## config.mk

```make
export PLATFORM = sky130hd
export DESIGN_NAME = pmv_voxel
export DESIGN_NICKNAME = d
export VERILOG_FILES = /design/src/rtl/pmv_pkg.sv /design/src/rtl/pmv_voxel.sv
export SDC_FILE = /design/constraint.sdc
export NUM_CORES = 2
export LEC_CHECK = 0
export BUFFER_PORTS_ARGS = -buffer_cell sky130_fd_sc_hd__buf_4
export CORE_ASPECT_RATIO = 0.7
export CORE_UTILIZATION = 50
export CTS_CLUSTER_SIZE = 16
export DETAILED_ROUTE_END_ITERATION = 10
export MAX_ROUTING_LAYER = met4
export PLACE_DENSITY = 0.67
export SLEW_MARGIN = 40
export SYNTH_ARGS = -nofsm -noshare
export SYNTH_HDL_FRONTEND = slang
export SYNTH_SLANG_ARGS = --single-unit
```

## constraint.sdc

```tcl
create_clock -name clock -period 24.8 [get_ports clock]
set_clock_uncertainty 0.1 [all_clocks]
set_input_delay 4.96 -clock clock [delete_from_list [all_inputs] [get_ports clock]]
set_output_delay 4.96 -clock clock [all_outputs]
set_load 0.005 [all_outputs]
```

## src/rtl/pmv_pkg.sv

```systemverilog
// Shared types and constants for the Poynting magnitude voxelizer.
// No dependencies; every other file refers to this package by scoped name.
package pmv_pkg;

   localparam int MAG_W           = 32;
   localparam int OFFSET_W        = 32;
   localparam int GAIN_W          = 24;
   localparam int VOXEL_W         = 8;
   localparam int PROD_W          = OFFSET_W + GAIN_W;
   localparam int ROUND_SHIFT     = 40;

   localparam int SUM_EXT_W       = 128;
   localparam int FRAC_DROP       = 32;
   localparam int RAD_W           = 64;
   localparam int ROOT_W          = 32;
   localparam int REM_W           = ROOT_W + 4;
   localparam int SQRT_STAGES     = 8;
   localparam int STEPS_PER_STAGE = ROOT_W / SQRT_STAGES;

   localparam int CSR_INDEX_W     = 8;
   localparam int CSR_DATA_W      = 32;

   localparam logic [CSR_INDEX_W-1:0] CSR_VOXEL_OFFSET = CSR_INDEX_W'(0);
   localparam logic [CSR_INDEX_W-1:0] CSR_VOXEL_GAIN   = CSR_INDEX_W'(1);

   localparam logic [OFFSET_W-1:0] OFFSET_RESET = OFFSET_W'(0);
   localparam logic [GAIN_W-1:0]   GAIN_RESET   = GAIN_W'(13056000);
   localparam logic [VOXEL_W-1:0]  VOXEL_MAX    = '1;
   localparam logic [PROD_W-1:0]   ROUND_HALF   = PROD_W'(1) << (ROUND_SHIFT - 1);

   typedef struct packed {
      logic valid;
      logic advance;
   } pipe_ctrl_type;

endpackage

```

## src/rtl/pmv_voxel.sv

```systemverilog
// Voxel mapping stages: offset difference, gain product, rounding and clamp.
// Holds the output beat register; depends on pmv_pkg for widths and constants.
module pmv_voxel (
   input  logic                          clock,
   input  logic                          reset,
   input  pmv_pkg::pipe_ctrl_type        ctrl,
   input  logic [pmv_pkg::MAG_W-1:0]     magnitude,
   input  logic [pmv_pkg::OFFSET_W-1:0]  voxel_offset,
   input  logic [pmv_pkg::GAIN_W-1:0]    voxel_gain,
   output logic                          out_valid,
   output logic [pmv_pkg::MAG_W-1:0]     out_magnitude,
   output logic [pmv_pkg::VOXEL_W-1:0]   out_voxel,
   output logic                          out_clipped
);

   localparam int PW = pmv_pkg::PROD_W;
   localparam int RS = pmv_pkg::ROUND_SHIFT;
   localparam int VW = pmv_pkg::VOXEL_W;

   logic [pmv_pkg::MAG_W:0]      diff_up;
   logic [pmv_pkg::MAG_W:0]      diff_dn;
   logic [pmv_pkg::MAG_W-1:0]    dist_in;
   logic [pmv_pkg::MAG_W-1:0]    dist_ff;
   logic                         neg_in;
   logic                         neg_ff [2];
   logic [pmv_pkg::MAG_W-1:0]    mag_ff [3];
   logic [PW-1:0]                prod_in;
   logic [PW-1:0]                prod_ff;
   logic [PW:0]                  rsum;
   logic [VW-1:0]                voxel_in;
   logic [VW-1:0]                voxel_ff;
   logic                         clip_in;
   logic                         clip_ff;
   logic                         vld_ff [3];

   always_comb begin
      diff_up = {1'b0, magnitude} - {1'b0, voxel_offset};
      diff_dn = {1'b0, voxel_offset} - {1'b0, magnitude};
      neg_in  = diff_up[pmv_pkg::MAG_W];
      dist_in = neg_in ? diff_dn[pmv_pkg::MAG_W-1:0] : diff_up[pmv_pkg::MAG_W-1:0];
      prod_in = PW'(dist_ff) * PW'(voxel_gain);
      rsum    = {1'b0, prod_ff} + {1'b0, pmv_pkg::ROUND_HALF};
      if (neg_ff[1]) begin
         voxel_in = '0;
         clip_in  = prod_ff > pmv_pkg::ROUND_HALF;
      end else if (|rsum[PW:RS+VW]) begin
         voxel_in = pmv_pkg::VOXEL_MAX;
         clip_in  = 1'b1;
      end else begin
         voxel_in = rsum[RS+VW-1:RS];
         clip_in  = 1'b0;
      end
   end

   always_ff @(posedge clock) begin
      if (reset) begin
         vld_ff[0] <= 1'b0;
         vld_ff[1] <= 1'b0;
         vld_ff[2] <= 1'b0;
      end else if (ctrl.advance) begin
         vld_ff[0] <= ctrl.valid;
         vld_ff[1] <= vld_ff[0];
         vld_ff[2] <= vld_ff[1];
      end
   end

   always_ff @(posedge clock) begin
      if (ctrl.advance) begin
         dist_ff   <= dist_in;
         neg_ff[0] <= neg_in;
         neg_ff[1] <= neg_ff[0];
         mag_ff[0] <= magnitude;
         mag_ff[1] <= mag_ff[0];
         mag_ff[2] <= mag_ff[1];
         prod_ff   <= prod_in;
         voxel_ff  <= voxel_in;
         clip_ff   <= clip_in;
      end
   end

   assign out_valid     = vld_ff[2];
   assign out_magnitude = mag_ff[2];
   assign out_voxel     = voxel_ff;
   assign out_clipped   = clip_ff;

endmodule
```

==> run summary <==
Ports: 134
Pins Over Slew Limit: 0
Post-Route WL: 83.10 mm
Initial DRT Pass Iterations: 5
RSZ-0062 raised after global routing: no
synth unique cells: 73
Max-slew headroom: 0.4589
Final Worst Setup Slack: 13.02 ns
Post-layout nets: 4,668
Worst setup SP type: input port
Non-Filler Instances: 4,585
Hold Violations, Final: 0
number of global-route vias before repair: 25,160
die area: 0.07116 mm²
largest net degree at the start of global routing: 119
cells after synthesis: 3,703
CTS Hold Bufs: 0
mux cell area share after synthesis: 0.002571
worst slew pin tran: 0.8048 ns
synthesized area: 0.03504 mm²
clock latency at the later pin of the worst-skew pair: 0.45 ns
Worst-path clk slew: 0.08 ns
Ys Warns: 0
commonest cells after routing, fill and taps aside: inv_1, fa_1, nand2_1
main flop type after synthesis: edfxtp_1
Post-CTS Setup Bufs: 0
CTS HTree Levels: 4
P&R area growth vs syn: 5.860%
worst slack, placed: 12.59 ns
post_cts resized: 0
area share of fa/ha/maj cells after synthesis: 0.4649
Worst Setup Path Type: input port to flip-flop
CORE AREA: 0.06877 mm²
simple-gate area share of the yosys netlist: 0.1526
layout cell share with drive strength beyond 1: 0.06002
Clock Sinks: 198
Max Fclk: 0.08487 GHz
CTS tree: yes
Post-Place Cells: 4,553
die width: 318.4 µm
DR DRC count: 0
average instance area after synthesis: 9.462 µm²
CP Max Fanout: 32
CTS buffer count: 17
max_cap viols: 0
Syn Nets: 4,701
Post-synth EDFFs: 198
gpl congestion: 0.9069
first-pass GRT wire length: 136.8 mm
WL/cell: 18.12 µm
grt ovf: 0
clk root buf: clkbuf_16
arrival time at the worst endpoint: 11.88 ns
sequential area share after synthesis: 0.1697
Hold Crit Class: flip-flop to flip-flop
CP required: 24.90 ns
smallest hold slack: 0.3069 ns
status: finished clean
largest family of logic cells by synthesized area: adder cells
Worst Setup End Kind: flip-flop
post-route ant nets: 0
Synth Register Bits: 198
xor and xnor area share after synthesis: 0.02225
Std-Cell Rows: 80
total number of vias: 24,550
commonest non-fill, non-tap cell in the layout: inv_1
clk buf depth: 2
hpwl dp: 67.40 mm
Final setup viols: 0
complex-gate fraction of the synthesized area: 0.07288
drt via density: 5.355
part of the cycle the worst path needs: 0.4751
drt initial violations: 1,751
initial antenna violation count: 1
PortBufs: 133
die height: 223.5 µm
Post-synth ARST share: 0
Initial Util: 0.5095
Setup TNS Final: 0 ns
fin crit period: 11.78 ns
GRT Total Usage: 0.2507
cell families (layout without fill, tap and decap cells):
kind of cell             after synthesis  after routing
AO/OA/AOI/OAI                        399            399
adder cells (fa/ha/maj)              906            906
XOR/XNOR                              89             89
flip-flops                           198            198
other                                  0              1
AND/OR/NAND/NOR                     1073           1073
multiplexers                           9              9
buffers and inverters               1029           1008
metrics by stage:
step           utilization  area, µm²
6_report            0.5394      37090
5_1_grt             0.5394      37090
4_1_cts             0.5392      37080
3_5_place_dp        0.5314      36540
3_3_place_gp        0.5280      36310
2_1_floorplan            -      35040
per-layer routing:
metal	up-vias	track usage	share of wire
met5	-	-	0
met4	0	0.04784	0.016
met3	82	0.02651	0.057
met2	710	0.3835	0.46
met1	12580	0.3644	0.46
li1	11180	-	-
registers in the layout, indices dropped and copies added (netlist names):
signal,count
dist_ff,32
mag_ff,96
neg_ff,2
out_clipped,1
prod_ff,56
vld_ff,3
out_voxel,8
final timing paths:
kind                                     from            end  slack (ns)  cells past startpoint
worst max-delay path            voxel_gain[1]    prod_ff[53]       13.02                     23
worst min-delay path            mag_ff[0][26]  mag_ff[0][58]        0.31                      0
worst max register to register     dist_ff[6]    prod_ff[53]       17.04                     24
worst min register to register  mag_ff[0][26]  mag_ff[0][58]        0.31                      0
cells in the mapped netlist (11+ instances only):
library cell / number / share of area
inv_1: 806 / 0.086
fa_1: 660 / 0.38
nand2_1: 469 / 0.050
and2_1: 408 / 0.073
ha_1: 246 / 0.088
edfxtp_1: 198 / 0.17
clkbuf_1: 179 / 0.019
a21oi_1: 144 / 0.021
nor2_1: 63 / 0.0067
o21ai_0: 63 / 0.0090
xnor2_1: 55 / 0.014
a21o_1: 45 / 0.0096
xor2_1: 34 / 0.0085
buf_4: 33 / 0.0071
nand3_1: 29 / 0.0041
nand4_1: 23 / 0.0041
a31oi_1: 18 / 0.0032
and3_1: 18 / 0.0032
nor3_1: 17 / 0.0024
o21bai_1: 17 / 0.0036
o21ai_1: 14 / 0.0020
nor4_1: 13 / 0.0023
nor2b_1: 12 / 0.0021
o211ai_1: 11 / 0.0024
o21a_1: 11 / 0.0024
critical path, cell delays in order:
cell and delay (ns):
buf_4 0.33, and2_1 0.23, fa_1 0.46, fa_1 0.55, inv_1 0.05, fa_1 0.49, fa_1 0.51, inv_1 0.05
fa_1 0.48, fa_1 0.50, inv_1 0.05, fa_1 0.48, inv_1 0.05, ha_1 0.37, a21o_1 0.25, a31oi_1 0.23
a21boi_0 0.22, o21ai_0 0.10, a31oi_1 0.49, o31ai_1 0.27, a21oi_1 0.40, o21ai_1 0.14, xor2_1 0.15
cell type report:
cell class	count	area (µm²)
Timing Repair Buffer	170	1369
Inverter	807	3034
Clock inverter	13	112.6
Clock buffer	18	429.2
Multi-Input combinational cell	2476	25070
Antenna cell	1	2.502
Tap cell	902	1129
Fill cell	6184	31670
Sequential cell	198	5946
Power is not shown: default switching activity piles up to over one toggle a cycle in this logic, so the estimate is an artifact.
