$ cat src/rtl/pmv_pkg.sv
// Shared types and constants for the Poynting magnitude voxelizer.
// No dependencies; every other file refers to this package by scoped name.
package pmv_pkg;

   localparam int MAG_W           = 32;
   localparam int OFFSET_W        = 32;
   localparam int GAIN_W          = 24;
   localparam int VOXEL_W         = 8;
   localparam int PROD_W          = OFFSET_W + GAIN_W;
   localparam int ROUND_SHIFT     = 40;

   localparam int SUM_EXT_W       = 128;
   localparam int FRAC_DROP       = 32;
   localparam int RAD_W           = 64;
   localparam int ROOT_W          = 32;
   localparam int REM_W           = ROOT_W + 4;
   localparam int SQRT_STAGES     = 8;
   localparam int STEPS_PER_STAGE = ROOT_W / SQRT_STAGES;

   localparam int CSR_INDEX_W     = 8;
   localparam int CSR_DATA_W      = 32;

   localparam logic [CSR_INDEX_W-1:0] CSR_VOXEL_OFFSET = CSR_INDEX_W'(0);
   localparam logic [CSR_INDEX_W-1:0] CSR_VOXEL_GAIN   = CSR_INDEX_W'(1);

   localparam logic [OFFSET_W-1:0] OFFSET_RESET = OFFSET_W'(0);
   localparam logic [GAIN_W-1:0]   GAIN_RESET   = GAIN_W'(13056000);
   localparam logic [VOXEL_W-1:0]  VOXEL_MAX    = '1;
   localparam logic [PROD_W-1:0]   ROUND_HALF   = PROD_W'(1) << (ROUND_SHIFT - 1);

   typedef struct packed {
      logic valid;
      logic advance;
   } pipe_ctrl_type;

endpackage

$ cat src/rtl/pmv_sqrt.sv
// Pipelined restoring square root: four root bits per stage, saturating output.
// Depends on pmv_pkg for widths, stage count and the pipeline control struct.
module pmv_sqrt (
   input  logic                       clock,
   input  logic                       reset,
   input  pmv_pkg::pipe_ctrl_type     ctrl,
   input  logic [pmv_pkg::RAD_W-1:0]  radicand,
   input  logic                       saturate,
   output logic                       out_valid,
   output logic [pmv_pkg::MAG_W-1:0]  magnitude
);

   typedef struct packed {
      logic [pmv_pkg::RAD_W-1:0]  rad;
      logic [pmv_pkg::REM_W-1:0]  rem;
      logic [pmv_pkg::ROOT_W-1:0] root;
      logic                       sat;
   } sqrt_state_type;

   localparam int NS = pmv_pkg::SQRT_STAGES;

   sqrt_state_type st_in [NS];
   sqrt_state_type st_ff [NS];
   sqrt_state_type st_first;
   logic           vld_ff [NS];

   function automatic sqrt_state_type sqrt_steps(input sqrt_state_type s);
      sqrt_state_type            t;
      logic [pmv_pkg::REM_W-1:0] trial;
      t = s;
      for (int i = 0; i < pmv_pkg::STEPS_PER_STAGE; i++) begin
         t.rem = {t.rem[pmv_pkg::REM_W-3:0], t.rad[pmv_pkg::RAD_W-1 -: 2]};
         t.rad = {t.rad[pmv_pkg::RAD_W-3:0], 2'b00};
         trial = {(pmv_pkg::REM_W - pmv_pkg::ROOT_W - 2)'(0), t.root, 2'b01};
         if (t.rem >= trial) begin
            t.rem  = t.rem - trial;
            t.root = {t.root[pmv_pkg::ROOT_W-2:0], 1'b1};
         end else begin
            t.root = {t.root[pmv_pkg::ROOT_W-2:0], 1'b0};
         end
      end
      return t;
   endfunction

   always_comb begin
      st_first.rad  = radicand;
      st_first.rem  = '0;
      st_first.root = '0;
      st_first.sat  = saturate;
      st_in[0] = sqrt_steps(st_first);
      for (int i = 1; i < NS; i++) begin
         st_in[i] = sqrt_steps(st_ff[i-1]);
      end
   end

   always_ff @(posedge clock) begin
      if (reset) begin
         for (int i = 0; i < NS; i++) begin
            vld_ff[i] <= 1'b0;
         end
      end else if (ctrl.advance) begin
         vld_ff[0] <= ctrl.valid;
         for (int i = 1; i < NS; i++) begin
            vld_ff[i] <= vld_ff[i-1];
         end
      end
   end

   always_ff @(posedge clock) begin
      if (ctrl.advance) begin
         st_ff <= st_in;
      end
   end

   assign out_valid = vld_ff[NS-1];
   assign magnitude = st_ff[NS-1].sat ? '1 : st_ff[NS-1].root;

`ifndef SYNTHESIS
   a_root_msb_clear_early: assert property (@(posedge clock) disable iff (reset)
      vld_ff[0] |-> st_ff[0].root[pmv_pkg::ROOT_W-1:pmv_pkg::STEPS_PER_STAGE] == '0)
      else $error("root bits beyond the first stage set after one stage");
   a_valid_shift: assert property (@(posedge clock) disable iff (reset)
      ctrl.advance && vld_ff[0] |=> vld_ff[1])
      else $error("valid lost between root stages");
   a_hold_on_stall: assert property (@(posedge clock) disable iff (reset)
      !ctrl.advance |=> $stable(st_ff[NS-1].root) && $stable(vld_ff[NS-1]))
      else $error("last root stage moved during a stall");
`endif

endmodule

$ cat config.mk
export PLATFORM = sky130hd
export DESIGN_NAME = pmv_sqrt
export DESIGN_NICKNAME = d
export VERILOG_FILES = /design/src/rtl/pmv_pkg.sv /design/src/rtl/pmv_sqrt.sv
export SDC_FILE = /design/constraint.sdc
export NUM_CORES = 2
export LEC_CHECK = 0
export ABC_CLOCK_PERIOD_IN_PS = 18400
export BUFFER_PORTS_ARGS = -buffer_cell sky130_fd_sc_hd__buf_4
export CAP_MARGIN = 25
export CORE_ASPECT_RATIO = 1.25
export CORE_MARGIN = 5
export CORE_UTILIZATION = 50
export DETAILED_ROUTE_END_ITERATION = 12
export PLACE_DENSITY_LB_ADDON = 0.3
export SYNTH_ARGS = -nofsm -noshare
export SYNTH_HDL_FRONTEND = slang
export SYNTH_SLANG_ARGS = --single-unit
$ cat constraint.sdc
create_clock -name clock -period 18.4 [get_ports clock]
set_input_delay 1.84 -clock clock [delete_from_list [all_inputs] [get_ports clock]]
set_output_delay 1.84 -clock clock [all_outputs]
set_load 0.03 [all_outputs]
==> qor.yml <==
route:
  route.antenna.remaining_nets: 0
  wl_per_cell_um: 22.3
  routed_wl_um: 215000
  firstDrtPassIters: 6
  vias_per_cell: 6.35
  via_count: 61300
  post-route-drc-count: 0
  drt_iter0_markers: 5074
sta:
  hold_ws_ns: 0.402
  worst_slew_pin_slew_ns: 1.02
  rsz0062_at_grt: "false"
  skew_ns: 0.0297
  finalMaxSlewViolations: 0
  setup_tns_ns: 0
  layout_setup_ws_ns: 2.68
  setup_viol: 0
  fin_crit_sh_pct: 85.4
  fin_crit_ns: 15.72
  hold_viol: 0
  max_freq_mhz: 63.6
  max_slew_margin_pct: 31.4
die:
  die_height_um: 416
  die_area_mm2: 0.139
  ios: 102
  rows: 149
  core_area_mm2: 0.131
  start_util_pct: 50.2
  die_w_um: 335
clocking:
  clk_latency_ns: 0.71
  ctsHoldBuffers: 0
  cts_setup_buffers: 0
  htreeDepth: 3
  cts_tree: "done"
  cts_made_buffers: 71
  clock_path_buffers: 3
  cts-resized-gates: 0
  cts-root-buf: "clkbuf_16"
  clock-sinks: 622
  path_clk_slew_ns: 0.06
setup_path:
  startpoint: "st_ff[548]"
  critPathMaxFanout: 42
  r2r_start: "st_ff[548]"
  worstRegToRegCells: 52
  critPathCapture: "st_ff[465]"
  start_kind: "flop"
  reg2reg_slack_ns: 2.68
  reg2reg_to: "st_ff[465]"
  endpoint_kind: "flop"
  crit_required_ns: 18.84
  cpPeakStageDelay_ns: 0.68
  slowest_stage: "inv_1"
  path_class: "reg -> reg"
  crit_arrival_ns: 16.16
logic_synthesis:
  ys_seq_area_share_pct: 28.3
  synth_edf_count: 622
  netlist.area_leader.share_pct: 28.3
  ys.flop_type: "edfxtp_1"
  ys_types: 125
  syn_inst: 7900
  synth_area_leaders: "edfxtp_1, ha_1, xnor2_1"
  synth_top_cell_by_area: "edfxtp_1"
  synth_seq_cells: 622
  syn_area_mm2: 0.0659
  syn_avg_cell_area_um2: 8.35
  yosysWarnings: 0
  synthArstFlopShare_pct: 0
global_routing:
  grt_pass1_vias: 58200
  grt_pass1_wl_um: 327000
  overflow: 0
  antenna_found_initial: 1
  grt_start_max_net_pins: 118
  grtUsageTotal_pct: 29.4
worst_hold_path:
  hold_path_class: "reg -> reg"
  whs_path_depth: 0
layout:
  nNetsFinal: 8492
  syn_to_final_growth_pct: 7.00
  drive_gt1_share_pct: 6.70
  fillCellCount: 12300
  stdcell_count: 9654
flow_run:
  drv_cap: 0
placed_design:
  routabilityCongestion: 1.04
  portBuffers: 101
  post-place-ws_ns: 2.71
  place_hpwl_um: 172000
  dp_cells: 9523
outcome:
  status: "completed"
layer usage:
layer | vias to the layer above | wire (um) | share of wire [%] | GRT usage [%]
met1 | 29100 | 81800 | 38 | 33.6
met2 | 2248 | 104000 | 48 | 51.1
met4 | 0 | 17200 | 8.0 | 20.2
met5 | - | 0 | 0 | 0
met3 | 692 | 12200 | 5.7 | 3.87
li1 | 29300 | - | - | -
registers in the layout, summed over array words and instances, names as in the netlist:
| register | count |
|---|---|
| vld_ff | 8 |
| st_ff | 614 |
cell usage in the layout, fill, tap and decap left out, types with 22 or more instances in the layout:
cell type	Yosys	routed
a21oi_1	725	725
nor2_1	722	722
nand2_1	682	682
edfxtp_1	622	622
ha_1	560	560
xnor2_1	474	474
o21ai_0	449	449
inv_1	372	372
a21o_1	312	312
xor2_1	270	270
nor3_1	205	205
nand3_1	202	202
nand4_1	146	146
buf_4	13	143
nand2b_1	120	120
and2_1	98	98
nor2b_1	90	90
or3_1	89	89
o21a_1	84	84
nor4_1	83	83
or2_2	79	79
o21bai_1	79	79
a31oi_1	77	77
a211oi_1	73	73
o31ai_1	73	73
clkbuf_16	0	73
and3_1	72	72
o211ai_1	66	66
mux2_2	61	61
or4_1	57	57
mux2i_1	38	38
and4_1	35	35
a211o_1	30	30
o31a_1	27	27
a21boi_0	26	26
nor3b_1	26	26
a31o_2	23	23
o21ai_1	23	23
a2111oi_0	23	23
nand3b_1	22	22
final cells by class:
class,instances,area (um2),area share (%)
clock buffers,81,1860,2.63
diodes,2,5.00,0.00709
clock inverters,45,531,0.752
flip-flops and latches,622,18700,26.5
repair buffers,148,1180,1.67
inverters,387,1460,2.06
well taps,1736,2170,3.08
multi-input cells,6633,44700,63.3
how the worst min path moves through the flow:
| stage | from | to | slack [ns] |
|---|---|---|---|
| finish | st_ff[389] | st_ff[264] | 0.40 |
| global route | st_ff[532] | st_ff[399] | 0.40 |
| floorplan | st_ff[133] | st_ff[0] | 0.40 |
| detailed placement | st_ff[389] | st_ff[264] | 0.40 |
| global placement | st_ff[778] | st_ff[653] | 0.40 |
| CTS | st_ff[532] | st_ff[399] | 0.40 |
per-stage QoR:
stage	utilization, %	cell area [um2]
after CTS	53.6	70500
after global placement	51.8	68100
after detailed placement	51.8	68100
after global routing	53.7	70500
final	53.7	70500
after floorplan	-	65900
synth_stat cells (77+ instances only):
cell      instances
a21oi_1         725
nor2_1          722
nand2_1         682
edfxtp_1        622
ha_1            560
xnor2_1         474
o21ai_0         449
inv_1           372
a21o_1          312
xor2_1          270
nor3_1          205
nand3_1         202
clkbuf_1        180
nand4_1         146
nand2b_1        120
and2_1           98
nor2b_1          90
or3_1            89
o21a_1           84
nor4_1           83
o21bai_1         79
or2_2            79
a31oi_1          77
cells by family after synthesis:
group,after synthesis,share of synthesized area [%]
buf+inv,647,3.95
xor+xnor,745,9.91
other cells,1,0.00569
mux,124,2.10
fa+ha+maj,560,10.6
compound gates,2333,22.7
flops,622,28.3
simple gates,2868,22.3
critical path, delay by kind of cell, from the launching register on:
kind,cells,cell delay (ns)
fa+ha+maj,4,1.54
buf+inv,8,2.89
xor+xnor,1,0.17
simple gates,24,6.85
compound gates,15,3.45
flops,1,0.49
Power is left out: the tool's default activity adds up to more than one toggle a clock period on the data nets, which glitch-free logic cannot reach.
